## src/hw/rtl/itsc_pkg.sv

```systemverilog
`default_nettype none
package itsc_pkg;
	localparam logic [2:0] PH_IDLE      = 3'd0;
	localparam logic [2:0] PH_POTENTIAL = 3'd1;
	localparam logic [2:0] PH_DIRECTION = 3'd2;
	localparam logic [2:0] PH_CONFIRMED = 3'd3;
	localparam logic [2:0] PH_SETTLE    = 3'd4;

	localparam logic [1:0] RSN_NONE   = 2'd0;
	localparam logic [1:0] RSN_LONG   = 2'd1;
	localparam logic [1:0] RSN_CHANGE = 2'd2;
	localparam logic [1:0] RSN_SHARP  = 2'd3;

	localparam logic [2:0] DIR_NONE = 3'd0;
	localparam logic [2:0] DIR_PX   = 3'd1;
	localparam logic [2:0] DIR_NX   = 3'd2;
	localparam logic [2:0] DIR_PY   = 3'd3;
	localparam logic [2:0] DIR_NY   = 3'd4;
	localparam logic [2:0] DIR_PZ   = 3'd5;
	localparam logic [2:0] DIR_NZ   = 3'd6;

	localparam logic [2:0] REG_ACCEL   = 3'd0;
	localparam logic [2:0] REG_GYRO    = 3'd1;
	localparam logic [2:0] REG_MAXDUR  = 3'd2;
	localparam logic [2:0] REG_SETTLE  = 3'd3;
	localparam logic [2:0] REG_REBOUND = 3'd4;
	localparam logic [2:0] REG_RATIO   = 3'd5;
	localparam logic [2:0] REG_SHARP   = 3'd6;
	localparam logic [2:0] REG_GAP     = 3'd7;

	localparam logic [7:0] CHANGE_LIMIT  = 8'd3;
	localparam logic [7:0] CONSIST_LIMIT = 8'd3;
endpackage
`default_nettype wire

```

## src/hw/rtl/itsc_mag.sv

```systemverilog
`default_nettype none
// Magnitude of a 3-axis vector: squares accumulated over three 16x16
// products, then a restoring square root that settles two radicand bits per cycle.
module itsc_mag
	import itsc_pkg::*;
(
	input  wire logic        clk,
	input  wire logic        arst_n,
	input  wire logic        start,
	input  wire logic [15:0] abs_a,
	input  wire logic [15:0] abs_b,
	input  wire logic [15:0] abs_c,
	output logic             done,
	output logic [15:0]      mag
);
	logic [2:0]  sq_cnt_q;
	logic [4:0]  rt_cnt_q;
	logic        busy_q;
	logic        rt_q;
	logic [33:0] sum_q;
	logic [31:0] rad_q;
	logic [17:0] rem_q;
	logic [15:0] root_q;
	logic [15:0] op;
	logic [31:0] prod;
	logic [17:0] trial;
	logic [17:0] shifted;

	always_comb begin
		unique case (sq_cnt_q)
			3'd0: op = abs_a;
			3'd1: op = abs_b;
			default: op = abs_c;
		endcase
		prod = op * op;
		shifted = {rem_q[15:0], rad_q[31:30]};
		trial = {root_q, 2'b01};
	end

	assign mag = root_q;

	always_ff @(posedge clk or negedge arst_n) begin
		if (!arst_n) begin
			busy_q <= 1'b0;
			rt_q <= 1'b0;
			done <= 1'b0;
			sq_cnt_q <= '0;
			rt_cnt_q <= '0;
		end else begin
			done <= !start && !busy_q && rt_q && (rt_cnt_q == 5'd15);
			if (start) begin
				busy_q <= 1'b1;
				sq_cnt_q <= '0;
			end else if (busy_q) begin
				if (sq_cnt_q == 3'd2) begin
					busy_q <= 1'b0;
					rt_q <= 1'b1;
					rt_cnt_q <= '0;
				end
				sq_cnt_q <= sq_cnt_q + 3'd1;
			end else if (rt_q) begin
				rt_cnt_q <= rt_cnt_q + 5'd1;
				if (rt_cnt_q == 5'd15)
					rt_q <= 1'b0;
			end
		end
	end

	always_ff @(posedge clk) begin
		if (start) begin
			sum_q <= '0;
		end else if (busy_q) begin
			sum_q <= sum_q + {2'b00, prod};
			if (sq_cnt_q == 3'd2) begin
				rad_q <= sum_q[31:0] + prod;
				rem_q <= '0;
				root_q <= '0;
			end
		end else if (rt_q) begin
			rad_q <= {rad_q[29:0], 2'b00};
			if (shifted >= trial) begin
				rem_q <= shifted - trial;
				root_q <= {root_q[14:0], 1'b1};
			end else begin
				rem_q <= shifted;
				root_q <= {root_q[14:0], 1'b0};
			end
		end
	end
endmodule
`default_nettype wire

```

## src/hw/rtl/imu_tap_swing_classifier.sv

```systemverilog
`default_nettype none
// IMU tap / swing classifier.
// s_axis carries one sample per transaction; m_axis returns exactly one
// result per sample. Configuration is a plain write port (cfg_we, cfg_index,
// cfg_data); the user must write it only while the block is idle, and the block itself does not enforce this.
// After acceptance a sample passes through a start strobe, serial squaring and
// the square-root iterations, one per root bit, in each of the two magnitude
// units (run side by side), a registered done, then the serial ratio products
// and a decision step before m_axis_tvalid rises.
// The root iterations take most of this path. One sample is in work at a time;
// s_axis_tready is low from acceptance until the result has been taken, so a
// new sample is accepted only after the previous result has been taken.
// Reset clears the phase machine, event state, motion flag and restores the
// register defaults. When the receiver stalls, the result is held on m_axis
// and no further sample is accepted.
module imu_tap_swing_classifier
	import itsc_pkg::*;
(
	input  wire logic         clk,
	input  wire logic         arst_n,
	input  wire logic         s_axis_tvalid,
	output logic              s_axis_tready,
	// accel_x, accel_y, accel_z, gyro_x, gyro_y, gyro_z, time_ms, clear_motion, pad
	input  wire logic [135:0] s_axis_tdata,
	output logic              m_axis_tvalid,
	input  wire logic         m_axis_tready,
	// tap_found, swing_found, swing_reason, phase, motion_flag,
	// peak_magnitude, event_duration_ms
	output logic [55:0]       m_axis_tdata,
	input  wire logic         cfg_we,
	input  wire logic [2:0]   cfg_index,
	input  wire logic [15:0]  cfg_data
);
	localparam logic [2:0] ST_IDLE = 3'd0;
	localparam logic [2:0] ST_MAG  = 3'd1;
	localparam logic [2:0] ST_MUL  = 3'd2;
	localparam logic [2:0] ST_DEC  = 3'd3;
	localparam logic [2:0] ST_OUT  = 3'd4;

	logic [15:0] acc_thr_q, gyr_thr_q, maxdur_q, settle_q, rebound_q, sharp_q;
	logic [7:0]  ratio_q;
	logic [14:0] gap_q;

	logic [2:0]  phase_q, dir_q, st_q;
	logic [31:0] start_q, taptime_q, now_q;
	logic [15:0] peak_q, prevmag_q;
	logic [23:0] sum_q;
	logic [7:0]  cnt_q, cons_q, chg_q;
	logic        motion_q, clr_q;
	logic signed [15:0] ax_q, ay_q, az_q;
	logic [15:0] gx_q, gy_q, gz_q;
	logic [1:0]  mstep_q;
	logic [31:0] rhs_q;
	logic [39:0] rhs_acc_q;
	logic [55:0] out_q;

	logic        a_done, g_done, a_fin_q, g_fin_q;
	logic [15:0] amag, gmag;
	logic [15:0] uax, uay, uaz, ugx, ugy, ugz;
	logic        in_acc_d;

	function automatic logic [15:0] uabs(input logic [15:0] v);
		return v[15] ? 16'(-v) : v;
	endfunction

	assign uax = uabs(ax_q);
	assign uay = uabs(ay_q);
	assign uaz = uabs(az_q);
	assign ugx = gx_q;
	assign ugy = gy_q;
	assign ugz = gz_q;

	wire in_acc = s_axis_tvalid && s_axis_tready;
	assign s_axis_tready = (st_q == ST_IDLE);
	assign m_axis_tvalid = (st_q == ST_OUT);
	assign m_axis_tdata = out_q;

	itsc_mag u_amag (.clk, .arst_n, .start(in_acc_d), .abs_a(uax), .abs_b(uay),
		.abs_c(uaz), .done(a_done), .mag(amag));
	itsc_mag u_gmag (.clk, .arst_n, .start(in_acc_d), .abs_a(ugx), .abs_b(ugy),
		.abs_c(ugz), .done(g_done), .mag(gmag));

	// Direction pick.
	logic [2:0]  cur, dir;
	logic [15:0] ca, la, dd;
	function automatic logic [15:0] axis_abs(input logic [2:0] d, input logic [15:0] x,
		input logic [15:0] y, input logic [15:0] z);
		priority if (d == DIR_PX || d == DIR_NX) return x;
		else if (d == DIR_PY || d == DIR_NY) return y;
		else if (d == DIR_PZ || d == DIR_NZ) return z;
		else return 16'd0;
	endfunction
	always_comb begin
		priority if (uax >= uay && uax >= uaz)
			cur = (!ax_q[15] && ax_q != 0) ? DIR_PX : DIR_NX;
		else if (uay >= uax && uay >= uaz)
			cur = (!ay_q[15] && ay_q != 0) ? DIR_PY : DIR_NY;
		else
			cur = (!az_q[15] && az_q != 0) ? DIR_PZ : DIR_NZ;
		ca = axis_abs(cur, uax, uay, uaz);
		la = axis_abs(dir_q, uax, uay, uaz);
		dd = (ca > la) ? ca - la : la - ca;
		dir = cur;
		if (cur != dir_q && dir_q >= DIR_PX && dir_q <= DIR_NZ && {1'b0, dd} < {2'b0, gap_q})
			dir = dir_q;
	end

	// Decision logic.
	logic [31:0] elapsed;
	logic [15:0] delta;
	logic [16:0] a2, g2;
	logic [39:0] lhs;
	logic [18:0] p5;
	logic [18:0] t6;
	logic        ok, sust;
	logic [7:0]  chg_n, cons_n;
	always_comb begin
		elapsed = now_q - start_q;
		delta = (amag > prevmag_q) ? amag - prevmag_q : prevmag_q - amag;
		a2 = {amag, 1'b0};
		g2 = {gmag, 1'b0};
		sust = a2 > {1'b0, acc_thr_q} && g2 > {1'b0, gyr_thr_q};
		lhs = {4'd0, rhs_q, 4'd0};
		p5 = {3'b0, peak_q} + {1'b0, peak_q, 2'b0};
		t6 = {2'b0, acc_thr_q, 1'b0} + {1'b0, acc_thr_q, 2'b0};
		ok = (lhs > rhs_acc_q) && (p5 > t6) && (delta > sharp_q);
		chg_n = (chg_q != 8'd255) ? chg_q + 8'd1 : chg_q;
		cons_n = (cons_q != 8'd255) ? cons_q + 8'd1 : cons_q;
	end

	// Result word, built in the decision cycle from current and next state.
	logic        tap, swing;
	logic [1:0]  rsn;
	logic [31:0] dur;
	logic [2:0]  ph_n;
	logic        mot_n;
	logic [15:0] pk_n;
	always_comb begin
		tap = 1'b0; swing = 1'b0; rsn = RSN_NONE; dur = '0;
		ph_n = phase_q; mot_n = motion_q && !clr_q; pk_n = peak_q;
		unique case (phase_q)
			PH_IDLE: if (amag > acc_thr_q && gmag > gyr_thr_q) begin
				ph_n = PH_POTENTIAL; pk_n = amag;
			end
			PH_POTENTIAL: begin
				if (elapsed > {16'd0, maxdur_q}) begin
					swing = 1'b1; rsn = RSN_LONG; dur = elapsed; ph_n = PH_IDLE;
					mot_n = 1'b1;
				end else if (dir != dir_q && chg_n >= CHANGE_LIMIT) begin
					swing = 1'b1; rsn = RSN_CHANGE; dur = elapsed; ph_n = PH_IDLE;
					mot_n = 1'b1;
				end else if (sust) begin
					if (amag > peak_q) pk_n = amag;
					if (cons_n >= CONSIST_LIMIT) ph_n = PH_DIRECTION;
				end else begin
					ph_n = PH_IDLE;
				end
			end
			PH_DIRECTION: begin
				dur = elapsed; mot_n = 1'b1;
				if (ok) begin
					tap = 1'b1; ph_n = PH_CONFIRMED;
				end else begin
					swing = 1'b1; rsn = RSN_SHARP; ph_n = PH_IDLE;
				end
			end
			PH_CONFIRMED: ph_n = PH_SETTLE;
			PH_SETTLE: if ((now_q - taptime_q) > {16'd0, settle_q} && amag < rebound_q)
				ph_n = PH_IDLE;
			default: ph_n = PH_IDLE;
		endcase
	end

	// Serial ratio products: lhs part peak*count (16x8), rhs sum*ratio (24x8).
	always_ff @(posedge clk or negedge arst_n) begin
		if (!arst_n) begin
			st_q <= ST_IDLE;
			in_acc_d <= 1'b0;
			a_fin_q <= 1'b0;
			g_fin_q <= 1'b0;
			mstep_q <= '0;
			acc_thr_q <= 16'd4096; gyr_thr_q <= 16'd2048; maxdur_q <= 16'd150;
			settle_q <= 16'd200; rebound_q <= 16'd2048; ratio_q <= 8'd24;
			sharp_q <= 16'd512; gap_q <= 15'd256;
			phase_q <= PH_IDLE; start_q <= '0; taptime_q <= '0; peak_q <= '0;
			sum_q <= '0; cnt_q <= '0; dir_q <= DIR_NONE; cons_q <= '0; chg_q <= '0;
			prevmag_q <= '0; motion_q <= 1'b0;
		end else begin
			in_acc_d <= in_acc;
			if (cfg_we) begin
				unique case (cfg_index)
					REG_ACCEL:   acc_thr_q <= cfg_data;
					REG_GYRO:    gyr_thr_q <= cfg_data;
					REG_MAXDUR:  maxdur_q <= cfg_data;
					REG_SETTLE:  settle_q <= cfg_data;
					REG_REBOUND: rebound_q <= cfg_data;
					REG_RATIO:   ratio_q <= cfg_data[7:0];
					REG_SHARP:   sharp_q <= cfg_data;
					REG_GAP:     gap_q <= cfg_data[14:0];
				endcase
			end
			unique case (st_q)
				ST_IDLE: if (in_acc) begin
					st_q <= ST_MAG;
					a_fin_q <= 1'b0;
					g_fin_q <= 1'b0;
				end
				ST_MAG: begin
					if (a_done) a_fin_q <= 1'b1;
					if (g_done) g_fin_q <= 1'b1;
					if ((a_fin_q || a_done) && (g_fin_q || g_done)) begin
						st_q <= ST_MUL;
						mstep_q <= '0;
					end
				end
				ST_MUL: begin
					mstep_q <= mstep_q + 2'd1;
					if (mstep_q == 2'd2) st_q <= ST_DEC;
				end
				ST_DEC: begin
					st_q <= ST_OUT;
					motion_q <= mot_n;
					prevmag_q <= amag;
					unique case (phase_q)
						PH_IDLE: if (amag > acc_thr_q && gmag > gyr_thr_q) begin
							start_q <= now_q; peak_q <= amag; sum_q <= {8'd0, amag};
							cnt_q <= 8'd1; dir_q <= dir; cons_q <= 8'd1; chg_q <= '0;
							phase_q <= PH_POTENTIAL;
						end
						PH_POTENTIAL: begin
							if (elapsed > {16'd0, maxdur_q}) begin
								phase_q <= PH_IDLE;
							end else if (dir != dir_q && chg_n >= CHANGE_LIMIT) begin
								chg_q <= chg_n; dir_q <= dir;
								phase_q <= PH_IDLE;
							end else begin
								if (dir != dir_q) begin
									chg_q <= chg_n; dir_q <= dir;
								end
								if (sust) begin
									if (cnt_q != 8'd255) begin
										cnt_q <= cnt_q + 8'd1;
										sum_q <= sum_q + {8'd0, amag};
									end
									if (amag > peak_q) peak_q <= amag;
									// After a direction update dir equals the stored one.
									cons_q <= cons_n;
									if (cons_n >= CONSIST_LIMIT) phase_q <= PH_DIRECTION;
								end else begin
									phase_q <= PH_IDLE;
								end
							end
						end
						PH_DIRECTION: begin
							if (ok) begin
								taptime_q <= now_q; phase_q <= PH_CONFIRMED;
							end else begin
								phase_q <= PH_IDLE;
							end
						end
						PH_CONFIRMED: phase_q <= PH_SETTLE;
						PH_SETTLE: if ((now_q - taptime_q) > {16'd0, settle_q}
							&& amag < rebound_q) phase_q <= PH_IDLE;
						default: phase_q <= PH_IDLE;
					endcase
				end
				ST_OUT: if (m_axis_tready) st_q <= ST_IDLE;
				default: st_q <= ST_IDLE;
			endcase
		end
	end

	always_ff @(posedge clk) begin
		if (in_acc) begin
			ax_q <= s_axis_tdata[15:0];
			ay_q <= s_axis_tdata[31:16];
			az_q <= s_axis_tdata[47:32];
			gx_q <= uabs(s_axis_tdata[63:48]);
			gy_q <= uabs(s_axis_tdata[79:64]);
			gz_q <= uabs(s_axis_tdata[95:80]);
			now_q <= s_axis_tdata[127:96];
			clr_q <= s_axis_tdata[128];
		end
		if (st_q == ST_MUL) begin
			unique case (mstep_q)
				2'd0: rhs_q <= {16'd0, peak_q} * {24'd0, cnt_q};
				2'd1: rhs_acc_q <= {16'd0, sum_q} * {32'd0, ratio_q};
				default: rhs_acc_q <= rhs_acc_q;
			endcase
		end
		if (st_q == ST_DEC)
			out_q <= {dur, pk_n, mot_n, ph_n, rsn, swing, tap};
	end
endmodule
`default_nettype wire

```

## config.mk

```make
export PLATFORM = sky130hd
export DESIGN_NAME = imu_tap_swing_classifier
export DESIGN_NICKNAME = d
export VERILOG_FILES = /design/src/hw/rtl/itsc_pkg.sv /design/src/hw/rtl/itsc_mag.sv /design/src/hw/rtl/imu_tap_swing_classifier.sv
export SDC_FILE = /design/constraint.sdc
export NUM_CORES = 2
export LEC_CHECK = 0
export BUFFER_PORTS_ARGS = -buffer_cell sky130_fd_sc_hd__buf_2
export CORE_ASPECT_RATIO = 2
export CORE_MARGIN = 2
export CORE_UTILIZATION = 45
export CTS_BUF_LIST = sky130_fd_sc_hd__clkbuf_16
export CTS_CLUSTER_SIZE = 20
export DETAILED_ROUTE_END_ITERATION = 8
export GPL_TIMING_DRIVEN = 0
export PLACE_DENSITY = 0.64
export SLEW_MARGIN = 0
export SYNTH_ARGS = -nofsm -noshare
export SYNTH_HDL_FRONTEND = slang
export SYNTH_SLANG_ARGS = --single-unit
```

## constraint.sdc

```tcl
create_clock -name clk -period 26.6 [get_ports clk]
set_input_delay 2.66 -clock clk [delete_from_list [all_inputs] [get_ports clk]]
set_output_delay 2.66 -clock clk [all_outputs]
set_load 0.05 [all_outputs]
```

==> out/metrics.cfg <==
[flow_run]
maxCapViolations=0

[min_path]
hp-start=u_amag.sum_q[11]
min_to=u_amag.sum_q[11]
whs_path_depth=2
min_path_type=flip-flop to flip-flop

[routing]
avgViaCountPerCell=5.584
drt_iter0_drc=2983
post_drt_wl_per_cell_um=20.37
drtAntennaViolNets=0
drt-total-wl_mm=208.3
post-route-drc-count=0
firstDrtPassIters=6
vias=57120

[die]
rows=207
io_pins=218
dieHeight_um=569.8
initial_utilization=0.4530
coreArea_um2=159000
dieArea_um2=163500
fp.dieW_um=286.9

[placed_design]
hpwl_mm=171.6
placedCellCount=10083
numPortBuffers=206
gp_congestion=0.9605

[setup_path]
endpoint_kind=flip-flop
critPathKind=flip-flop to flip-flop
cp_max_fo=9
crit_arrival_ns=13.95
ff2ff_setup_slack_ns=13.04
timing.rr.start=ax_q[0]
ff2ff_path_depth=40
cp_slowest_cell=a21oi_1
critical_path.max_stage_delay_ns=1.02
r2r_end=u_amag.rad_q[31]
critPathLaunchType=flip-flop
path_common_cell=fa_1
critPathRequiredTime_ns=26.99

[global_route]
grt_usage=0.2550
grt_overflow=0
grt.met3_usage=0.02754
antenna_found_initial=5
top_usage_layer=met2
grt_max_degree=108
grt_pass1_vias=60720
grt_use_met2=0.4873
use_met1=0.2438
grt_first_pass_wirelength_mm=325.0

[synth]
synthDistinctLibCells=102
async_flop_share=0.4093
syn_avg_cell_area_um2=9.262
synth-compound-area-share=0.1444
synth_simple_gate_area_frac=0.1408
syn_inst=7777
synth_edf_count=369
synth_top_family_by_area=adder cells
ys.flop_type=edfxtp_1
syn_area_um2=72030
syn_nets=9304
ys_warn_count=0
synth-seq-cells=733
synthAdderAreaFrac=0.2951
muxShareOfSynthArea=0.02663
seq_area_frac_synth=0.2761
synthXorXnorAreaFrac=0.04563

[finish]
nNetsFinal=9600
drive_gt1_frac=0.07053
areaGrowthSynthToFinish_pct=8.984
final_cells=10229

[clock_network]
post-cts-setup-buffers=0
cts_tree=done
holdBufCountCts=0
clkSinkCount=733
clock_path_buffers=3
htreeDepth=3
clock_latency_ns=0.68
cts_buffers=77
cts_resized=0
path_clk_slew_ns=0.07
root_buffer=clkbuf_16

[run_status]
status=complete, no violations

[timing]
tightestPinTransition_ns=1.324
setup_violations=0
holdWs_ns=0.4729
max_slew_margin=0.1152
post-route-min-period_ns=13.56
slew_viol_final=0
finalHoldViolCount=0
setup_tns_ns=0
fin_crit_sh=0.5098
finalClockSkew_ns=0.02214
rsz0062_at_grt=false
max_freq_mhz=73.75

## worst max-delay path: cells and delay by family (launching register included)
kind | cells | cell delay (ns)
flops | 1 | 0.59
xor+xnor | 4 | 1.11
compound gates | 14 | 4.08
fa+ha+maj | 8 | 3.91
simple gates | 9 | 2.33
buf+inv | 5 | 1.23
## how the worst max path moves through the flow
stage,from,endpoint,slack [ns],cells after the start
detailed placement,ax_q[0],u_amag.rad_q[31],13.30,40
finish,ax_q[0],u_amag.rad_q[31],13.04,40
floorplan,ax_q[0],u_amag.rad_q[31],16.17,42
global placement,az_q[0],u_amag.rad_q[31],13.10,42
CTS,ax_q[0],u_amag.rad_q[31],13.22,40
global route,ax_q[0],u_amag.rad_q[31],12.43,40
## logic make-up after synthesis
family | after synthesis
AO/OA/AOI/OAI | 1616
XOR/XNOR | 369
adder cells (fa/ha/maj) | 1367
buffers and inverters | 1356
flip-flops | 733
multiplexers | 176
AND/OR/NAND/NOR | 2160
## Yosys cell counts (14+ instances only)
cell type     n  area share
inv_1      1082       0.056
ha_1        814        0.14
nand2_1     764       0.040
nor2_1      559       0.029
fa_1        553        0.15
o21ai_0     424       0.029
a21oi_1     410       0.028
edfxtp_1    369        0.15
dfrtp_1     286       0.099
xnor2_1     265       0.032
clkbuf_1    230       0.012
a21o_1      191       0.020
and2_1      174       0.015
mux2_2      117       0.018
nor3_1      109      0.0076
xor2_1       99       0.012
nor2b_1      97      0.0084
nand3_1      89      0.0062
o21a_1       82      0.0085
nand2b_1     79      0.0069
nand4_1      65      0.0056
dfxtp_1      64       0.018
mux2i_1      51      0.0071
o21bai_1     51      0.0053
o31ai_1      44      0.0046
a31oi_1      42      0.0036
or2_2        42      0.0036
or3_1        42      0.0036
and3_1       37      0.0032
a211oi_1     35      0.0036
o211ai_1     35      0.0036
a22oi_1      31      0.0032
a21boi_0     27      0.0028
o22ai_1      22      0.0019
o41ai_1      21      0.0026
or4_1        21      0.0022
nor4_1       19      0.0017
a22o_1       17      0.0021
buf_1        17     0.00089
a2111oi_0    15      0.0018
and4_1       15      0.0018
a211o_1      14      0.0017
dfstp_2      14      0.0051
## layer usage
metal | share of wire | wire length, um
met1 | 0.34 | 69950
met3 | 0.035 | 7306
met5 | 0.00019 | 40
met2 | 0.54 | 111900
met4 | 0.092 | 19090
## stage by stage
stage	setup WS (ns)	util	instance area, um^2
6_report	13.04	0.4937	78500
5_1_grt	12.43	0.4937	78500
4_1_cts	13.22	0.4935	78480
3_5_place_dp	13.30	0.4775	75930
3_3_place_gp	13.10	0.4759	75680
2_1_floorplan	16.17	-	72030
## final cells by class
cell class              count  area [um^2]
clock inverters            64        544.3
multi-input cells        5688        47040
repair buffers            217         1274
inverters                1096         4114
flip-flops and latches    733        19890
well taps                2090         2615
fillers                 15013        80520
clock buffers              80         2002
diodes                      1        2.502
plain buffers             260         1026
## sequential cells by signal, summed over array words and instances (netlist names), 24 cells and up
signal / flops
u_amag.sum_q: 32
rhs_acc_q: 32
u_amag.rad_q: 32
start_q: 32
u_gmag.sum_q: 32
m_axis_tdata: 56
rhs_q: 24
sum_q: 24
taptime_q: 32
u_gmag.rad_q: 32
now_q: 32
## cells in the final DEF (no fill, tap or decap), types with 19 or more instances in the layout
cell / instances
a21boi_0: 27
a211oi_1: 35
o41ai_1: 21
clkbuf_16: 81
nor2_1: 559
nand3_1: 89
a31oi_1: 42
and2_1: 172
nor2b_1: 96
nand2b_1: 79
xnor2_1: 265
o22ai_1: 22
o31ai_1: 44
mux2_2: 117
inv_1: 1092
dfrtp_1: 286
fa_1: 553
or4_1: 21
o211ai_1: 35
clkbuf_1: 230
or2_2: 42
or3_1: 42
and3_1: 37
nor3_1: 109
edfxtp_1: 369
o21bai_1: 51
nand2_1: 764
a22oi_1: 31
clkinv_1: 24
a21o_1: 190
o21ai_0: 424
ha_1: 814
mux2i_1: 51
xor2_1: 99
a21oi_1: 410
nand4_1: 65
o21a_1: 82
buf_2: 212
dfxtp_1: 64
nor4_1: 19
Power is not shown: default switching activity piles up to over one toggle a cycle in this logic, so the estimate is an artifact.
